[src/rtl/core/assert_macros.svh]
// ----------------------------------------------------------------------------
// assert_macros.svh
// Shared assertion macros, all clocked on clk and disabled during rst.
// ----------------------------------------------------------------------------
`ifndef ASSERT_MACROS_SVH
`define ASSERT_MACROS_SVH

// Condition that must hold at every clock edge out of reset.
`define CIA_ASSERT_ALWAYS(lbl, cond, msg) \
  lbl: assert property (@(posedge clk) disable iff (rst) (cond)) else $error(msg);

// Condition that must hold in the cycle after the trigger.
`define CIA_ASSERT_NEXT(lbl, trig, cond, msg) \
  lbl: assert property (@(posedge clk) disable iff (rst) (trig) |=> (cond)) else $error(msg);

`endif

[src/rtl/core/cia_pkg.sv]
// ----------------------------------------------------------------------------
// cia_pkg
// Types, register map and bit positions of the interface adapter.
// ----------------------------------------------------------------------------
package cia_pkg;

  // Item commands
  typedef enum logic [2:0] {
    CMD_READ  = 3'd0,
    CMD_WRITE = 3'd1,
    CMD_ECLK  = 3'd2,
    CMD_TOD   = 3'd3,
    CMD_FLAG  = 3'd4
  } cia_cmd_t;

  // Register map
  localparam logic [3:0] REG_PRA  = 4'h0;
  localparam logic [3:0] REG_PRB  = 4'h1;
  localparam logic [3:0] REG_DDRA = 4'h2;
  localparam logic [3:0] REG_DDRB = 4'h3;
  localparam logic [3:0] REG_TALO = 4'h4;
  localparam logic [3:0] REG_TAHI = 4'h5;
  localparam logic [3:0] REG_TBLO = 4'h6;
  localparam logic [3:0] REG_TBHI = 4'h7;
  localparam logic [3:0] REG_TOD0 = 4'h8;
  localparam logic [3:0] REG_TOD1 = 4'h9;
  localparam logic [3:0] REG_TOD2 = 4'hA;
  localparam logic [3:0] REG_SDR  = 4'hC;
  localparam logic [3:0] REG_ICR  = 4'hD;
  localparam logic [3:0] REG_CRA  = 4'hE;
  localparam logic [3:0] REG_CRB  = 4'hF;

  // Widths
  localparam int unsigned TIMER_W = 16;
  localparam int unsigned TOD_W   = 24;
  localparam int unsigned SRC_W   = 5;

  localparam logic [TIMER_W-1:0] TIMER_RESET = 16'hFFFF;

  // Control register bits
  localparam int unsigned CR_START    = 0;
  localparam int unsigned CR_ONE_SHOT = 3;
  localparam int unsigned CR_CASCADE  = 6;
  localparam logic [7:0] CR_STORE_MASK = 8'hEF;  // force-load bit is not kept
  localparam int unsigned CR_FORCE_LOAD = 4;

  // Interrupt flag bits
  localparam int unsigned FLG_TA   = 0;
  localparam int unsigned FLG_TB   = 1;
  localparam int unsigned FLG_SP   = 3;
  localparam int unsigned FLG_FLAG = 4;
  localparam int unsigned ICR_SET  = 7;

  // One result item
  typedef struct packed {
    logic [7:0] rdata;
    logic       irq;
    logic [7:0] port_a_drive;
    logic [7:0] port_b_drive;
  } cia_res_t;

endpackage

[src/rtl/core/cia_cmd_if.sv]
// ----------------------------------------------------------------------------
// cia_cmd_if
// Valid/ready channel carrying one command item into the adapter.
// ----------------------------------------------------------------------------
interface cia_cmd_if;
  logic       valid;
  logic       ready;
  logic [2:0] cmd;
  logic [3:0] reg_addr;
  logic [7:0] wdata;
  logic [7:0] port_a_pins;
  logic [7:0] port_b_pins;

  modport source (output valid, output cmd, output reg_addr, output wdata,
                  output port_a_pins, output port_b_pins, input ready);
  modport sink   (input valid, input cmd, input reg_addr, input wdata,
                  input port_a_pins, input port_b_pins, output ready);
endinterface

[src/rtl/core/cia_res_if.sv]
// ----------------------------------------------------------------------------
// cia_res_if
// Valid/ready channel carrying one result item out of the adapter.
// ----------------------------------------------------------------------------
interface cia_res_if;
  logic       valid;
  logic       ready;
  logic [7:0] rdata;
  logic       irq;
  logic [7:0] port_a_drive;
  logic [7:0] port_b_drive;

  modport source (output valid, output rdata, output irq, output port_a_drive,
                  output port_b_drive, input ready);
  modport sink   (input valid, input rdata, input irq, input port_a_drive,
                  input port_b_drive, output ready);
endinterface

[src/rtl/core/cia_ports_timers_interrupts_unit.sv]
// ----------------------------------------------------------------------------
// cia_ports_timers_interrupts_unit
// Ports, two interval timers, time-of-day counter and interrupt control.
// ----------------------------------------------------------------------------
//  Channel   Dir  Payload                                    Handshake
//  cmd_ch    in   cmd, reg_addr, wdata, port_a/b_pins        valid/ready
//  res_ch    out  rdata, irq, port_a_drive, port_b_drive     valid/ready
//
// One item per cycle: the state update for an item is a single combinational
// pass at the transfer, and its result lands in a two-entry output queue.
// With an empty queue, res_ch.valid rises in the cycle after the transfer.
// cmd_ch.ready drops only while both queue entries hold untaken results.
// rst is synchronous; registers other than res_q take their reset values.
// ----------------------------------------------------------------------------
`include "assert_macros.svh"

module cia_ports_timers_interrupts_unit (
  input  logic      clk,
  input  logic      rst,
  cia_cmd_if.sink   cmd_ch,
  cia_res_if.source res_ch
);
  import cia_pkg::*;

  // Architectural state
  logic [7:0]         port_a_data, port_b_data, port_a_dir, port_b_dir;
  logic [TIMER_W-1:0] timer_a_count, timer_b_count, timer_a_reload, timer_b_reload;
  logic [TOD_W-1:0]   tod_count;
  logic [7:0]         serial_data, ctrl_a, ctrl_b;
  logic [SRC_W-1:0]   int_flags, int_mask;

  logic [7:0]         port_a_data_next, port_b_data_next, port_a_dir_next, port_b_dir_next;
  logic [TIMER_W-1:0] timer_a_count_next, timer_b_count_next;
  logic [TIMER_W-1:0] timer_a_reload_next, timer_b_reload_next;
  logic [TOD_W-1:0]   tod_count_next;
  logic [7:0]         serial_data_next, ctrl_a_next, ctrl_b_next;
  logic [SRC_W-1:0]   int_flags_next, int_mask_next;

  logic       in_fire, out_fire;
  logic       irq_now, b_tick;
  logic [7:0] rd_val;
  cia_res_t   res_new;

  // Result queue
  cia_res_t   res_q [2];
  logic [1:0] fill;

  assign in_fire  = cmd_ch.valid & cmd_ch.ready;
  assign out_fire = res_ch.valid & res_ch.ready;
  assign irq_now  = |(int_flags & int_mask);

  // Next state for the accepted item
  always_comb begin
    port_a_data_next    = port_a_data;
    port_b_data_next    = port_b_data;
    port_a_dir_next     = port_a_dir;
    port_b_dir_next     = port_b_dir;
    timer_a_count_next  = timer_a_count;
    timer_b_count_next  = timer_b_count;
    timer_a_reload_next = timer_a_reload;
    timer_b_reload_next = timer_b_reload;
    tod_count_next      = tod_count;
    serial_data_next    = serial_data;
    ctrl_a_next         = ctrl_a;
    ctrl_b_next         = ctrl_b;
    int_flags_next      = int_flags;
    int_mask_next       = int_mask;
    rd_val              = 8'h00;
    b_tick              = 1'b0;

    if (in_fire) begin
      case (cia_cmd_t'(cmd_ch.cmd))
        CMD_READ: begin
          case (cmd_ch.reg_addr)
            REG_PRA:  rd_val = (port_a_data & port_a_dir) | (cmd_ch.port_a_pins & ~port_a_dir);
            REG_PRB:  rd_val = (port_b_data & port_b_dir) | (cmd_ch.port_b_pins & ~port_b_dir);
            REG_DDRA: rd_val = port_a_dir;
            REG_DDRB: rd_val = port_b_dir;
            REG_TALO: rd_val = timer_a_count[7:0];
            REG_TAHI: rd_val = timer_a_count[15:8];
            REG_TBLO: rd_val = timer_b_count[7:0];
            REG_TBHI: rd_val = timer_b_count[15:8];
            REG_TOD0: rd_val = tod_count[7:0];
            REG_TOD1: rd_val = tod_count[15:8];
            REG_TOD2: rd_val = tod_count[23:16];
            REG_SDR:  rd_val = serial_data;
            REG_ICR: begin
              // summary bit on top, cleared by the read
              rd_val         = {irq_now, 2'b00, int_flags};
              int_flags_next = '0;
            end
            REG_CRA:  rd_val = ctrl_a;
            REG_CRB:  rd_val = ctrl_b;
            default:  rd_val = 8'h00;
          endcase
        end
        CMD_WRITE: begin
          case (cmd_ch.reg_addr)
            REG_PRA:  port_a_data_next = cmd_ch.wdata;
            REG_PRB:  port_b_data_next = cmd_ch.wdata;
            REG_DDRA: port_a_dir_next  = cmd_ch.wdata;
            REG_DDRB: port_b_dir_next  = cmd_ch.wdata;
            REG_TALO: timer_a_reload_next = {timer_a_reload[15:8], cmd_ch.wdata};
            REG_TAHI: begin
              timer_a_reload_next = {cmd_ch.wdata, timer_a_reload[7:0]};
              if (!ctrl_a[CR_START]) timer_a_count_next = {cmd_ch.wdata, timer_a_reload[7:0]};
            end
            REG_TBLO: timer_b_reload_next = {timer_b_reload[15:8], cmd_ch.wdata};
            REG_TBHI: begin
              timer_b_reload_next = {cmd_ch.wdata, timer_b_reload[7:0]};
              if (!ctrl_b[CR_START]) timer_b_count_next = {cmd_ch.wdata, timer_b_reload[7:0]};
            end
            REG_TOD0: tod_count_next = {tod_count[23:8], cmd_ch.wdata};
            REG_TOD1: tod_count_next = {tod_count[23:16], cmd_ch.wdata, tod_count[7:0]};
            REG_TOD2: tod_count_next = {cmd_ch.wdata, tod_count[15:0]};
            REG_SDR: begin
              serial_data_next         = cmd_ch.wdata;
              int_flags_next[FLG_SP]   = 1'b1;
            end
            REG_ICR: begin
              // set/clear mask write
              if (cmd_ch.wdata[ICR_SET]) int_mask_next = int_mask | cmd_ch.wdata[SRC_W-1:0];
              else                       int_mask_next = int_mask & ~cmd_ch.wdata[SRC_W-1:0];
            end
            REG_CRA: begin
              ctrl_a_next = cmd_ch.wdata & CR_STORE_MASK;
              if (cmd_ch.wdata[CR_FORCE_LOAD]) timer_a_count_next = timer_a_reload;
            end
            REG_CRB: begin
              ctrl_b_next = cmd_ch.wdata & CR_STORE_MASK;
              if (cmd_ch.wdata[CR_FORCE_LOAD]) timer_b_count_next = timer_b_reload;
            end
            default: ;
          endcase
        end
        CMD_ECLK: begin
          // timer A
          if (ctrl_a[CR_START]) begin
            if (timer_a_count == '0) begin
              timer_a_count_next     = timer_a_reload;
              int_flags_next[FLG_TA] = 1'b1;
              if (ctrl_a[CR_ONE_SHOT]) ctrl_a_next[CR_START] = 1'b0;
              if (ctrl_b[CR_START] && ctrl_b[CR_CASCADE]) b_tick = 1'b1;
            end else begin
              timer_a_count_next = timer_a_count - 1'b1;
            end
          end
          // timer B on E-clock when not cascaded
          if (ctrl_b[CR_START] && !ctrl_b[CR_CASCADE]) b_tick = 1'b1;
          if (b_tick) begin
            if (timer_b_count == '0) begin
              timer_b_count_next     = timer_b_reload;
              int_flags_next[FLG_TB] = 1'b1;
              if (ctrl_b[CR_ONE_SHOT]) ctrl_b_next[CR_START] = 1'b0;
            end else begin
              timer_b_count_next = timer_b_count - 1'b1;
            end
          end
        end
        CMD_TOD:  tod_count_next = tod_count + 1'b1;
        CMD_FLAG: int_flags_next[FLG_FLAG] = 1'b1;
        default: ;
      endcase
    end
  end

  assign res_new.rdata        = rd_val;
  assign res_new.irq          = |(int_flags_next & int_mask_next);
  assign res_new.port_a_drive = port_a_data_next | ~port_a_dir_next;
  assign res_new.port_b_drive = port_b_data_next | ~port_b_dir_next;

  // State registers
  always_ff @(posedge clk) begin
    if (rst) begin
      port_a_data    <= '0;
      port_b_data    <= '0;
      port_a_dir     <= '0;
      port_b_dir     <= '0;
      timer_a_count  <= TIMER_RESET;
      timer_b_count  <= TIMER_RESET;
      timer_a_reload <= TIMER_RESET;
      timer_b_reload <= TIMER_RESET;
      tod_count      <= '0;
      serial_data    <= '0;
      ctrl_a         <= '0;
      ctrl_b         <= '0;
      int_flags      <= '0;
      int_mask       <= '0;
    end else begin
      port_a_data    <= port_a_data_next;
      port_b_data    <= port_b_data_next;
      port_a_dir     <= port_a_dir_next;
      port_b_dir     <= port_b_dir_next;
      timer_a_count  <= timer_a_count_next;
      timer_b_count  <= timer_b_count_next;
      timer_a_reload <= timer_a_reload_next;
      timer_b_reload <= timer_b_reload_next;
      tod_count      <= tod_count_next;
      serial_data    <= serial_data_next;
      ctrl_a         <= ctrl_a_next;
      ctrl_b         <= ctrl_b_next;
      int_flags      <= int_flags_next;
      int_mask       <= int_mask_next;
    end
  end

  // Output queue: entry 0 is the head
  always_ff @(posedge clk) begin
    if (rst) begin
      fill <= 2'd0;
    end else begin
      case ({in_fire, out_fire})
        2'b10:   fill <= fill + 2'd1;
        2'b01:   fill <= fill - 2'd1;
        default: fill <= fill;
      endcase
    end
  end

  always_ff @(posedge clk) begin
    case ({in_fire, out_fire})
      2'b10: res_q[fill[0]] <= res_new;
      2'b01: res_q[0] <= res_q[1];
      2'b11: begin
        if (fill[1]) begin
          res_q[0] <= res_q[1];
          res_q[1] <= res_new;
        end else begin
          res_q[0] <= res_new;
        end
      end
      default: ;
    endcase
  end

  assign cmd_ch.ready        = ~fill[1];
  assign res_ch.valid        = (fill != 2'd0);
  assign res_ch.rdata        = res_q[0].rdata;
  assign res_ch.irq          = res_q[0].irq;
  assign res_ch.port_a_drive = res_q[0].port_a_drive;
  assign res_ch.port_b_drive = res_q[0].port_b_drive;

  // Checks
  `CIA_ASSERT_ALWAYS(a_fill_range, fill != 2'd3, "queue fill out of range")
  `CIA_ASSERT_NEXT(a_icr_clear, in_fire && cmd_ch.cmd == CMD_READ && cmd_ch.reg_addr == REG_ICR,
    int_flags == '0, "interrupt flags not cleared by read")
  `CIA_ASSERT_NEXT(a_idle_hold, !in_fire,
    $stable(timer_a_count) && $stable(timer_b_count) && $stable(tod_count) && $stable(int_flags),
    "state changed without an item")
  `CIA_ASSERT_NEXT(a_fill_up, in_fire && !out_fire, fill == $past(fill) + 2'd1,
    "result lost in output queue")

endmodule
[src/flat_wrapper.sv]
// flat-port wrapper written by rule: the top's interface ports become plain ports
module cia_ports_timers_interrupts_unit_flat import cia_pkg::*;
  (clk, rst, cmd_ch_valid, cmd_ch_cmd, cmd_ch_reg_addr, cmd_ch_wdata, cmd_ch_port_a_pins, cmd_ch_port_b_pins, cmd_ch_ready, res_ch_valid, res_ch_rdata, res_ch_irq, res_ch_port_a_drive, res_ch_port_b_drive, res_ch_ready);
  cia_cmd_if cmd_ch_i ();
  cia_res_if res_ch_i ();
  input  logic clk;
  input  logic rst;
  input wire logic [$bits(cmd_ch_i.valid)-1:0] cmd_ch_valid;
  input wire logic [$bits(cmd_ch_i.cmd)-1:0] cmd_ch_cmd;
  input wire logic [$bits(cmd_ch_i.reg_addr)-1:0] cmd_ch_reg_addr;
  input wire logic [$bits(cmd_ch_i.wdata)-1:0] cmd_ch_wdata;
  input wire logic [$bits(cmd_ch_i.port_a_pins)-1:0] cmd_ch_port_a_pins;
  input wire logic [$bits(cmd_ch_i.port_b_pins)-1:0] cmd_ch_port_b_pins;
  output wire logic [$bits(cmd_ch_i.ready)-1:0] cmd_ch_ready;
  output wire logic [$bits(res_ch_i.valid)-1:0] res_ch_valid;
  output wire logic [$bits(res_ch_i.rdata)-1:0] res_ch_rdata;
  output wire logic [$bits(res_ch_i.irq)-1:0] res_ch_irq;
  output wire logic [$bits(res_ch_i.port_a_drive)-1:0] res_ch_port_a_drive;
  output wire logic [$bits(res_ch_i.port_b_drive)-1:0] res_ch_port_b_drive;
  input wire logic [$bits(res_ch_i.ready)-1:0] res_ch_ready;
  assign cmd_ch_i.valid = cmd_ch_valid;
  assign cmd_ch_i.cmd = cmd_ch_cmd;
  assign cmd_ch_i.reg_addr = cmd_ch_reg_addr;
  assign cmd_ch_i.wdata = cmd_ch_wdata;
  assign cmd_ch_i.port_a_pins = cmd_ch_port_a_pins;
  assign cmd_ch_i.port_b_pins = cmd_ch_port_b_pins;
  assign cmd_ch_ready = cmd_ch_i.ready;
  assign res_ch_valid = res_ch_i.valid;
  assign res_ch_rdata = res_ch_i.rdata;
  assign res_ch_irq = res_ch_i.irq;
  assign res_ch_port_a_drive = res_ch_i.port_a_drive;
  assign res_ch_port_b_drive = res_ch_i.port_b_drive;
  assign res_ch_i.ready = res_ch_ready;
  cia_ports_timers_interrupts_unit u_core (.clk(clk), .rst(rst), .cmd_ch(cmd_ch_i), .res_ch(res_ch_i));
endmodule
[config.mk]
export PLATFORM = sky130hd
export DESIGN_NAME = cia_ports_timers_interrupts_unit_flat
export DESIGN_NICKNAME = d
export VERILOG_FILES = /design/src/rtl/core/cia_pkg.sv /design/src/rtl/core/cia_cmd_if.sv /design/src/rtl/core/cia_res_if.sv /design/src/rtl/core/cia_ports_timers_interrupts_unit.sv /design/src/flat_wrapper.sv
export VERILOG_INCLUDE_DIRS = /design/src /design/src/rtl/core
export SDC_FILE = /design/constraint.sdc
export NUM_CORES = 1
export LEC_CHECK = 0
export BUFFER_PORTS_ARGS = -buffer_cell sky130_fd_sc_hd__buf_2
export CORE_UTILIZATION = 45
export CTS_BUF_LIST = sky130_fd_sc_hd__clkbuf_16
export CTS_CLUSTER_DIAMETER = 40
export CTS_CLUSTER_SIZE = 40
export DETAILED_ROUTE_END_ITERATION = 10
export GPL_ROUTABILITY_DRIVEN = 0
export PLACE_DENSITY = 0.68
export SYNTH_ARGS = -nofsm -noshare
export SYNTH_HDL_FRONTEND = slang
export SYNTH_SLANG_ARGS = --single-unit
[constraint.sdc]
create_clock -name clk -period 3.5 [get_ports clk]
set_input_delay 0.35 -clock clk [delete_from_list [all_inputs] [get_ports clk]]
set_output_delay 0.35 -clock clk [all_outputs]
set_load 0.01 [all_outputs]
==> results.sh, run 1 <==
export IMPL_clockRootBuffer="clkbuf_16"
export IMPL_netlist_area_um2=10900
export IMPL_tns_ns=0
export IMPL_drc=0
export IMPL_crit_type="reg2reg"
export IMPL_async_flop_share_pct=0
export IMPL_ctsLongestPathBuffers=3
export IMPL_synth_area_per_cell_um2=8.66
export IMPL_regArea_um2=4580
export IMPL_dr_pass1_iters=7
export IMPL_p_leak_nw=4.72
export IMPL_crit_chain="inv_1 > ha_1 > nor3b_1 > buf_4 > and4_1 > a21oi_1 > mux2_2 > o22ai_1 > nand2b_1"
export IMPL_grt_pass1_vias=9405
export IMPL_outcome="completed"
export IMPL_die_area_um2=24800
export IMPL_grtUsageTotal_pct=28.7
export IMPL_rsz0062_at_grt="no"
export IMPL_synthDistinctLibCells=70
export IMPL_ctsResizeCount=0
export IMPL_drt_wl_total_um=35300
export IMPL_cts_hold_fix_buffers=0
export IMPL_core_area_um2=23600
export IMPL_viasPerCell=6.22
export IMPL_setup_slack_ns=0.596
export IMPL_slew_violations=0
export IMPL_die_x_um=158
export IMPL_syn_to_final_growth_pct=15.5
export IMPL_io_pins=62
export IMPL_cp_data_arrival_time_ns=3.33
export IMPL_routedWlPerCell_um=21.5
export IMPL_grt_pass1_wl_um=54800
export IMPL_synth_cells=1258
export IMPL_fillerInstances=2193
export IMPL_route_vias_total=10200
export IMPL_nNetsFinal=1337
export IMPL_n_antenna_cell=0
export IMPL_drv_cap=0
export IMPL_hp_class="in2reg"
export IMPL_synth_edf_count=50
export IMPL_ys_flop_type="dfxtp_1"
export IMPL_cts_htree_levels=1
export IMPL_first_iter_violations=1380
export IMPL_critPathLaunchType="flop"
export IMPL_dp_slack_ns=0.544
export IMPL_grt_overflow_total=0
export IMPL_clock_latency_ns=0.56
export IMPL_cts_tree="built"
export IMPL_critPathMaxFanout=14
export IMPL_slew_headroom_pct=17.3
export IMPL_cts_sinks=204
export IMPL_clk_pin_slew_ns=0.05
export IMPL_required_ns=3.93
export IMPL_hpwl_um=24100
export IMPL_min_period_over_period_pct=83.0
export IMPL_skew_ns=0.0222
export IMPL_syn_nets=1298
export IMPL_hold_viol=0
export IMPL_cp_slowest_cell="a21oi_1"
export IMPL_worstSetupEndpointType="flop"
export IMPL_setup_viol=0
export IMPL_multi_input_area_um2=5910
export IMPL_fin_cells=1640
export IMPL_ant_nets=0
export IMPL_postCtsSetupRepairBufs=0
export IMPL_powerDensity_nw_per_um2=529
export IMPL_layout_drive_gt1_share_pct=14.5
export IMPL_crit_family="compound AO/OA/AOI/OAI gates"
export IMPL_place_inst=1584
export IMPL_die_height_um=158
export IMPL_numCtsBuffers=30
export IMPL_crit_path_max_incr_delay_ns=0.94
export IMPL_peakVddDrop_mv=0.618
export IMPL_synth_yosys_seq_area_share_pct=42.1
export IMPL_grt_max_degree=89
export IMPL_fmax_mhz=344
export IMPL_ys_ff_latch=204
export IMPL_tightest_slew_ns=1.24
export IMPL_rows=56
export IMPL_ys_warn_count=0
export IMPL_worst_path_buf_inv=2
export IMPL_initial_core_util_pct=46.1
export IMPL_io_buffers=61
export IMPL_antenna_found_initial=0
export IMPL_p_total_mw=6.65
export IMPL_min_period_ns=2.90
==> layout make-up <==
class                      instances  area share (%)
inverter                          18           0.537
clock inverter                    26            2.54
multi-input combinational        951            47.0
sequential                       204            36.4
timing repair buffer              92            4.40
tap                              319            3.17
clock buffer                      30            5.97
==> worst reg2reg max path, stage by stage (launching register included) <==
cell and delay [ns]:
dfxtp_1 0.38, inv_1 0.08, ha_1 0.22, nor3b_1 0.14
buf_4 0.17, and4_1 0.22, a21oi_1 0.94, mux2_2 0.42
o22ai_1 0.14, nand2b_1 0.08
==> cells in the final DEF, fill, tap and decap left out, drive strengths merged, types with 34 or more instances in the layout <==
cell / instances
dfxtp: 154
mux2: 37
nor2: 146
buf: 92
nand2: 149
mux2i: 82
o21ai: 46
nand3: 41
edfxtp: 50
a21oi: 80
nor3: 35
nand3b: 34
==> sequential cells by signal, indices dropped and copies added, names as in the netlist <==
register / flops
u_core.timer_b_count: 16
u_core.int_mask: 5
u_core.port_b_data: 8
u_core.res_q: 50
u_core.port_a_dir: 8
u_core.ctrl_b: 7
u_core.timer_a_count: 16
u_core.tod_count: 24
u_core.timer_b_reload: 16
u_core.timer_a_reload: 16
u_core.serial_data: 8
u_core.port_a_data: 8
u_core.fill: 2
u_core.ctrl_a: 7
u_core.int_flags: 5
u_core.port_b_dir: 8
==> cell families (layout without fill, tap and decap cells) <==
family | Yosys count | count (layout) | share of synthesized area, %
simple gates | 527 | 527 | 23.6
compound gates | 283 | 283 | 17.3
flops | 204 | 204 | 42.1
mux | 119 | 119 | 11.4
buf+inv | 103 | 166 | 3.76
xor+xnor | 17 | 17 | 1.37
fa+ha+maj | 5 | 5 | 0.574
==> routing by layer <==
metal  vias to the layer above  global-route usage (%)  part of all wire, %
li1                       4675                       -                    -
met1                      4782                    39.2                   41
met2                       614                    44.4                   43
met3                       133                    4.52                   10
met4                         0                    13.7                  5.3
met5                         -                       0                    0
==> stage by stage <==
step / hold slack, ns / area (um2) / utilization [%]
3_3_place_gp: 0.449 / 11500 / 48.8
6_report: 0.186 / 12600 / 53.3
3_5_place_dp: 0.454 / 11500 / 48.8
2_1_floorplan: 0.432 / 10900 / -
5_1_grt: 0.176 / 12600 / 53.3
4_1_cts: 0.169 / 12600 / 53.3
==> synth_stat cells, drive strengths merged, types with 7 or more instances <==
master,instances,area [um2]
dfxtp,154,3080
nand2,149,559
nor2,146,548
mux2i,82,821
a21oi,80,400
clkbuf,68,255
edfxtp,50,1500
o21ai,46,230
nand3,41,205
mux2,37,417
nor3,35,175
nand3b,34,255
nand2b,30,188
o22ai,23,144
buf,17,86.3
inv,17,63.8
nor2b,13,81.3
or3,13,81.3
a211oi,12,90.1
a221oi,11,96.3
a22o,11,96.3
o31ai,11,82.6
a31oi,10,62.6
and2,10,62.6
nand4,10,62.6
xor2,10,87.6
and3,8,50.1
a21o,7,52.6
a22oi,7,52.6
nor4,7,43.8
o21a,7,60.1
o21bai,7,52.6
xnor2,7,61.3
==> worst paths after layout <==
path | from | end | slack (ns) | cells past startpoint
max | u_core.timer_a_count[0] | u_core.timer_a_count[2] | 0.60 | 9
min reg2reg | u_core.timer_b_reload[7] | u_core.timer_b_reload[7] | 0.47 | 2
min | cmd_ch_wdata[4] | u_core.timer_a_reload[12] | 0.19 | 3
max reg2reg | u_core.timer_a_count[0] | u_core.timer_a_count[2] | 0.60 | 9
==> power by group <==
| group | internal [mW] | switching (mW) | total [mW] |
|---|---|---|---|
| clock | 1.92 | 1.24 | 3.16 |
| combinational | 0.272 | 0.562 | 0.834 |
| sequential | 2.59 | 0.0709 | 2.66 |
Note: power is estimated with default switching activity, not from simulation.
==> run 2: changes to the inputs <==
ABC_AREA = 1   (was not set)
PLACE_DENSITY = 0.7   (was 0.68)
clock period = 2.5 ns   (was 3.5 ns; I/O delays follow)
==> run 2 against run 1 <==
Worst hold slack worse by 0.11 ns. Synthesized cell count up 24%. Clock skew down 0.0014 ns. Sequential power up 41%. Die area up 0.97%. Fmax up 34%. Clock power up 55%. First-iteration DRC count down 9.2%. Final area up 2.3%. Flip-flop and latch count unchanged. Combinational power up 35%.
==> results.sh, run 2 <==
export IMPL_postCtsSetupRepairBufs=0
export IMPL_hold_viol=0
export IMPL_cts_sinks=204
export IMPL_syn_nets=1595
export IMPL_mostFrequentLayoutCells="nand2_1 (366), nor2_1 (194), inv_1 (157), dfxtp_1 (154), a21oi_1 (136)"
export IMPL_grt_pass1_wl_um=54300
export IMPL_mostFrequentLayoutCell="nand2_1"
export IMPL_top_regs="u_core.res_q: 50 flops, u_core.tod_count: 24 flops"
export IMPL_yosys_area_top_type="dfxtp_1"
export IMPL_synth_edf_count=50
export IMPL_clk_pin_slew_ns=0.05
export IMPL_drv_cap=0
export IMPL_ctsResizeCount=0
export IMPL_yosys_area_top_type_share_pct=28.0
export IMPL_grt_overflow_total=0
export IMPL_rsz0062_at_grt="no"
export IMPL_setup_viol=0
export IMPL_worstSetupEndpointType="flop"
export IMPL_drt_wl_total_um=34800
export IMPL_drc=0
export IMPL_first_iter_violations=1253
export IMPL_synth_commonest_cells="nand2_1 (366), nor2_1 (194), inv_1 (155)"
export IMPL_routedWlPerCell_um=17.7
export IMPL_critPathLaunchType="flop"
export IMPL_synth_area_per_cell_um2=7.08
export IMPL_synthDistinctLibCells=50
export IMPL_min_period_over_period_pct=86.5
export IMPL_peakVddDrop_mv=0.490
export IMPL_synth_yosys_seq_area_share_pct=41.7
export IMPL_ant_nets=0
export IMPL_tns_ns=0
export IMPL_whs_ns=0.0716
export IMPL_synth_area_leaders="dfxtp_1 (28%), edfxtp_1 (14%), nand2_1 (12%)"
export IMPL_die_x_um=158
export IMPL_crit_chain="inv_2 > nand2_2 > ha_1 > a21oi_4 > inv_1 > nand2_1 > o21ai_1"
export IMPL_slew_violations=0
export IMPL_slew_headroom_pct=37.1
export IMPL_p_leak_nw=5.49
export IMPL_syn_to_final_growth_pct=17.0
export IMPL_cts_tree="built"
export IMPL_io_pins=62
export IMPL_layout_drive_gt1_share_pct=13.8
export IMPL_crit_path_max_incr_delay_ns=0.43
export IMPL_synthMostInstantiatedCell="nand2_1"
export IMPL_cp_slowest_cell="a21oi_4"
export IMPL_ys_warn_count=0
export IMPL_grtUsageTotal_pct=28.1
export IMPL_viasPerCell=5.62
export IMPL_dp_slack_ns=0.346
export IMPL_synth_cells=1555
export IMPL_grt_max_degree=77
export IMPL_core_area_um2=23800
export IMPL_powerDensity_nw_per_um2=761
export IMPL_ctsLongestPathBuffers=3
export IMPL_crit_type="reg2reg"
export IMPL_largest_register="u_core.res_q"
export IMPL_largest_register_ff_count=50
export IMPL_hpwl_um=24300
export IMPL_tightest_slew_ns=0.944
export IMPL_route_vias_total=11100
export IMPL_async_flop_share_pct=0
export IMPL_numCtsBuffers=34
export IMPL_ys_flop_type="dfxtp_1"
export IMPL_nNetsFinal=1666
export IMPL_dr_pass1_iters=6
export IMPL_die_height_um=158
export IMPL_hp_class="in2reg"
export IMPL_netlist_area_um2=11000
export IMPL_critPathMaxFanout=15
export IMPL_ys_ff_latch=204
export IMPL_cts_hold_fix_buffers=0
export IMPL_r2r_cells=7
export IMPL_clock_latency_ns=0.51
export IMPL_initial_core_util_pct=46.3
export IMPL_skew_ns=0.0209
export IMPL_die_area_um2=25100
export IMPL_antenna_found_initial=1
export IMPL_required_ns=2.74
export IMPL_rows=56
export IMPL_fmax_mhz=462
export IMPL_cts_htree_levels=2
export IMPL_fillerInstances=2289
export IMPL_holdPathStages=3
export IMPL_io_buffers=61
export IMPL_clockRootBuffer="clkbuf_16"
export IMPL_setup_slack_ns=0.337
export IMPL_cp_data_arrival_time_ns=2.40
export IMPL_outcome="completed"
export IMPL_grt_pass1_vias=10200
export IMPL_min_period_ns=2.16
run 2: cell types whose count changed after synthesis, sizes merged, moves of 16 or more:
| cell | before | now |
|---|---|---|
| a21oi | 80 | 146 |
| a31oi | 10 | 26 |
| clkbuf | 68 | 31 |
| inv | 17 | 175 |
| mux2 | 37 | 0 |
| mux2i | 82 | 0 |
| nand2 | 149 | 386 |
| nand2b | 30 | 0 |
| nand3b | 34 | 2 |
| nor2 | 146 | 209 |
| nor3 | 35 | 16 |
| o211ai | 4 | 40 |
| o21ai | 46 | 143 |
run 2: layout make-up:
cell class | count | area, um2 | share of cell area, %
diodes | 1 | 2.50 | 0.0194
clock buffers | 35 | 876 | 6.81
clock inverters | 26 | 314 | 2.44
inverters | 184 | 698 | 5.43
multi-input cells | 1114 | 5460 | 42.4
flip-flops and latches | 204 | 4580 | 35.6
well taps | 319 | 399 | 3.10
repair buffers | 88 | 533 | 4.14
run 2: kinds of logic (layout without fill, tap and decap cells):
| kind of cell | count (synthesis) | after routing | synth area share [%] |
|---|---|---|---|
| AND/OR/NAND/NOR | 685 | 685 | 26.1 |
| AO/OA/AOI/OAI | 401 | 401 | 21.0 |
| buffers and inverters | 237 | 333 | 8.83 |
| flip-flops | 204 | 204 | 41.7 |
| XOR/XNOR | 23 | 23 | 1.83 |
| adder cells (fa/ha/maj) | 5 | 5 | 0.569 |
| other | 0 | 1 | 0 |
run 2: path summary, 6_finish.rpt:
| check | slack [ns] | to | from |
|---|---|---|---|
| worst max-delay path | 0.34 | u_core.res_q[0][23] | u_core.fill[1] |
| worst min-delay path | 0.07 | u_core.int_flags[4] | cmd_ch_cmd[2] |
| worst max register to register | 0.34 | u_core.res_q[0][23] | u_core.fill[1] |
| worst min register to register | 0.47 | u_core.ctrl_b[2] | u_core.ctrl_b[2] |
run 2: where the power goes:
group          internal, mW  switching [mW]
registers              3.62           0.136
clock network          3.20            1.71
logic                 0.327           0.806
total                  7.14            2.65
run 2: stage by stage:
step	cell area, um2	instances	utilization [%]	power (mW)
final	12900	1971	54.2	9.79
after global routing	12900	1970	54.2	10.1
after CTS	12900	1970	54.2	9.82
after detailed placement	11700	1909	49.2	4.93
after global placement	11700	1909	49.2	4.92
after floorplan	11000	1555	-	4.47
run 2: routing by layer:
layer,wire [um],share of wire (%),vias to the layer above,global-route usage [%]
met3,3270,9.4,101,4.52
met5,0,0,-,0
li1,-,-,5319,-
met2,15500,44,547,44.5
met1,14600,42,5108,37.7
met4,1430,4.1,0,12.0
run 2: critical path, delay by kind of cell, from the launching register on:
kind	cells	cell delay, ns
compound gates	2	0.50
buf+inv	2	0.46
flops	1	0.39
fa+ha+maj	1	0.29
simple gates	2	0.26
==> run 3: changes to the inputs <==
ABC_AREA = not set   (was 1)
==> run 3 against run 2 <==
Fmax decreased by 8.6%. Setup slack got worse by 0.20 ns. Critical path type unchanged. Total power decreased by 7.2%. Wire length decreased by 0.43%. Clock power decreased by 15%. Count of clock-buffer cells in the layout decreased by 6. First-iteration DRC count increased by 4.7%.
==> results.sh, run 3 (same netlist as run 1, synthesis figures left out) <==
export IMPL_syn_to_final_growth_pct=19.5
export IMPL_hpwl_um=24800
export IMPL_io_buffers=61
export IMPL_p_leak_nw=4.99
export IMPL_crit_family="simple AND/OR/NAND/NOR gates"
export IMPL_hp_class="in2reg"
export IMPL_critPathMaxFanout=13
export IMPL_grtUsageTotal_pct=28.1
export IMPL_worst_path_buf_inv=1
export IMPL_cts_htree_levels=1
export IMPL_ant_nets=0
export IMPL_skew_ns=0.0188
export IMPL_powerDensity_nw_per_um2=698
export IMPL_worstSetupEndpointType="flop"
export IMPL_grt_pass1_vias=9550
export IMPL_grt_max_degree=73
export IMPL_top_regs="u_core.res_q: 50 flops, u_core.tod_count: 24 flops"
export IMPL_crit_path_max_incr_delay_ns=0.57
export IMPL_crit_type="reg2reg"
export IMPL_drt_wl_total_um=34700
export IMPL_rows=56
export IMPL_largest_register="u_core.res_q"
export IMPL_cp_slowest_cell="or4_1"
export IMPL_clockRootBuffer="clkbuf_16"
export IMPL_drc=0
export IMPL_io_pins=62
export IMPL_antenna_found_initial=0
export IMPL_cts_sinks=204
export IMPL_viasPerCell=6.10
export IMPL_fillerInstances=2111
export IMPL_mostFrequentLayoutCells="dfxtp_1 (153), nand2_1 (149), nor2_1 (145), buf_4 (93), mux2i_1 (82)"
export IMPL_numCtsBuffers=28
export IMPL_tightest_slew_ns=0.897
export IMPL_grt_pass1_wl_um=54000
export IMPL_routedWlPerCell_um=20.4
export IMPL_postCtsSetupRepairBufs=0
export IMPL_min_period_ns=2.37
export IMPL_nNetsFinal=1399
export IMPL_cts_tree="built"
export IMPL_slew_violations=0
export IMPL_first_iter_violations=1312
export IMPL_die_x_um=158
export IMPL_die_area_um2=24800
export IMPL_peakVddDrop_mv=0.827
export IMPL_ctsLongestPathBuffers=3
export IMPL_crit_chain="or4_1 > or4_4 > buf_4 > o21a_4 > a21oi_1 > nand2_1 > a31o_2"
export IMPL_grt_overflow_total=0
export IMPL_clk_pin_slew_ns=0.06
export IMPL_slew_headroom_pct=39.5
export IMPL_outcome="completed"
export IMPL_clock_latency_ns=0.54
export IMPL_initial_core_util_pct=46.1
export IMPL_cp_data_arrival_time_ns=2.79
export IMPL_tns_ns=0
export IMPL_n_antenna_cell=0
export IMPL_whs_ns=0.0980
export IMPL_rsz0062_at_grt="no"
export IMPL_largest_register_ff_count=50
export IMPL_setup_viol=0
export IMPL_dr_pass1_iters=7
export IMPL_critPathLaunchType="flop"
export IMPL_hold_viol=0
export IMPL_min_period_over_period_pct=94.6
export IMPL_required_ns=2.92
export IMPL_route_vias_total=10400
export IMPL_core_area_um2=23600
export IMPL_layout_drive_gt1_share_pct=18.8
export IMPL_mostFrequentLayoutCell="dfxtp_1"
export IMPL_drv_cap=0
export IMPL_die_height_um=158
export IMPL_fmax_mhz=423
==> run 3: cell types whose count changed in the layout (fill, tap and decap cells not counted), moves of 30 or more <==
cell	before	now
a21oi_1	136	79
buf_4	25	93
inv_1	157	18
mux2_2	0	37
mux2i_1	0	82
nand2_1	366	149
nand2b_1	0	30
nand3b_1	2	34
nor2_1	194	145
o211ai_1	40	4
o21ai_0	108	40
==> run 3: per-layer routing <==
metal	up-vias	global-route usage (%)	wire (um)
li1	4799	-	-
met1	4897	38.5	14700
met2	549	42.8	15000
met3	124	4.49	3170
met4	0	13.8	1830
met5	-	0	0
==> run 3: what timing repair did <==
item                       in CTS  in global routing
setup endpoints to repair       0                 19
gates resized for setup         0                  9
hold buffers                    0                  0
==> run 3: report_power, final <==
group          internal (mW)  switching (mW)
logic                  0.442           0.794
clock network           2.50            1.66
registers               3.62          0.0740
total                   6.56            2.53
==> run 3: path summary, 6_finish.rpt <==
check / start / endpoint / slack, ns / cells after the start
min reg2reg: u_core.timer_a_reload[3] / u_core.timer_a_reload[3] / 0.47 / 2
max reg2reg: u_core.timer_b_count[6] / u_core.timer_b_count[0] / 0.13 / 7
min: cmd_ch_wdata[4] / u_core.timer_a_reload[12] / 0.1 / 3
max: u_core.timer_b_count[6] / u_core.timer_b_count[0] / 0.13 / 7
==> run 3: through the flow <==
stage | setup WS [ns] | total power [mW] | instances | area (um2) | utilization [%]
after global routing | 0.0263 | 9.40 | 1700 | 13000 | 55.1
after detailed placement | 0.0602 | 4.98 | 1648 | 12000 | 50.8
final | 0.135 | 9.09 | 1700 | 13000 | 55.1
after global placement | 0.0856 | 4.97 | 1648 | 12000 | 50.8
after floorplan | 0.0917 | 4.50 | 1258 | 10900 | -
after CTS | 0.0418 | 9.11 | 1700 | 13000 | 55.0
==> run 3: worst register-to-register path, delay by kind of cell, from the launching register on <==
| kind | cells | cell delay [ns] |
|---|---|---|
| flops | 1 | 0.31 |
| compound gates | 3 | 0.66 |
| buf+inv | 1 | 0.17 |
| simple gates | 3 | 1.12 |
==> run 3: final cells by class <==
class	instances	area (um2)	share of cell area, %
flip-flops and latches	204	4590	35.2
repair buffers	156	1050	8.06
inverters	18	67.6	0.519
clock inverters	23	262	2.01
multi-input cells	951	5930	45.5
clock buffers	29	726	5.57
well taps	319	399	3.07
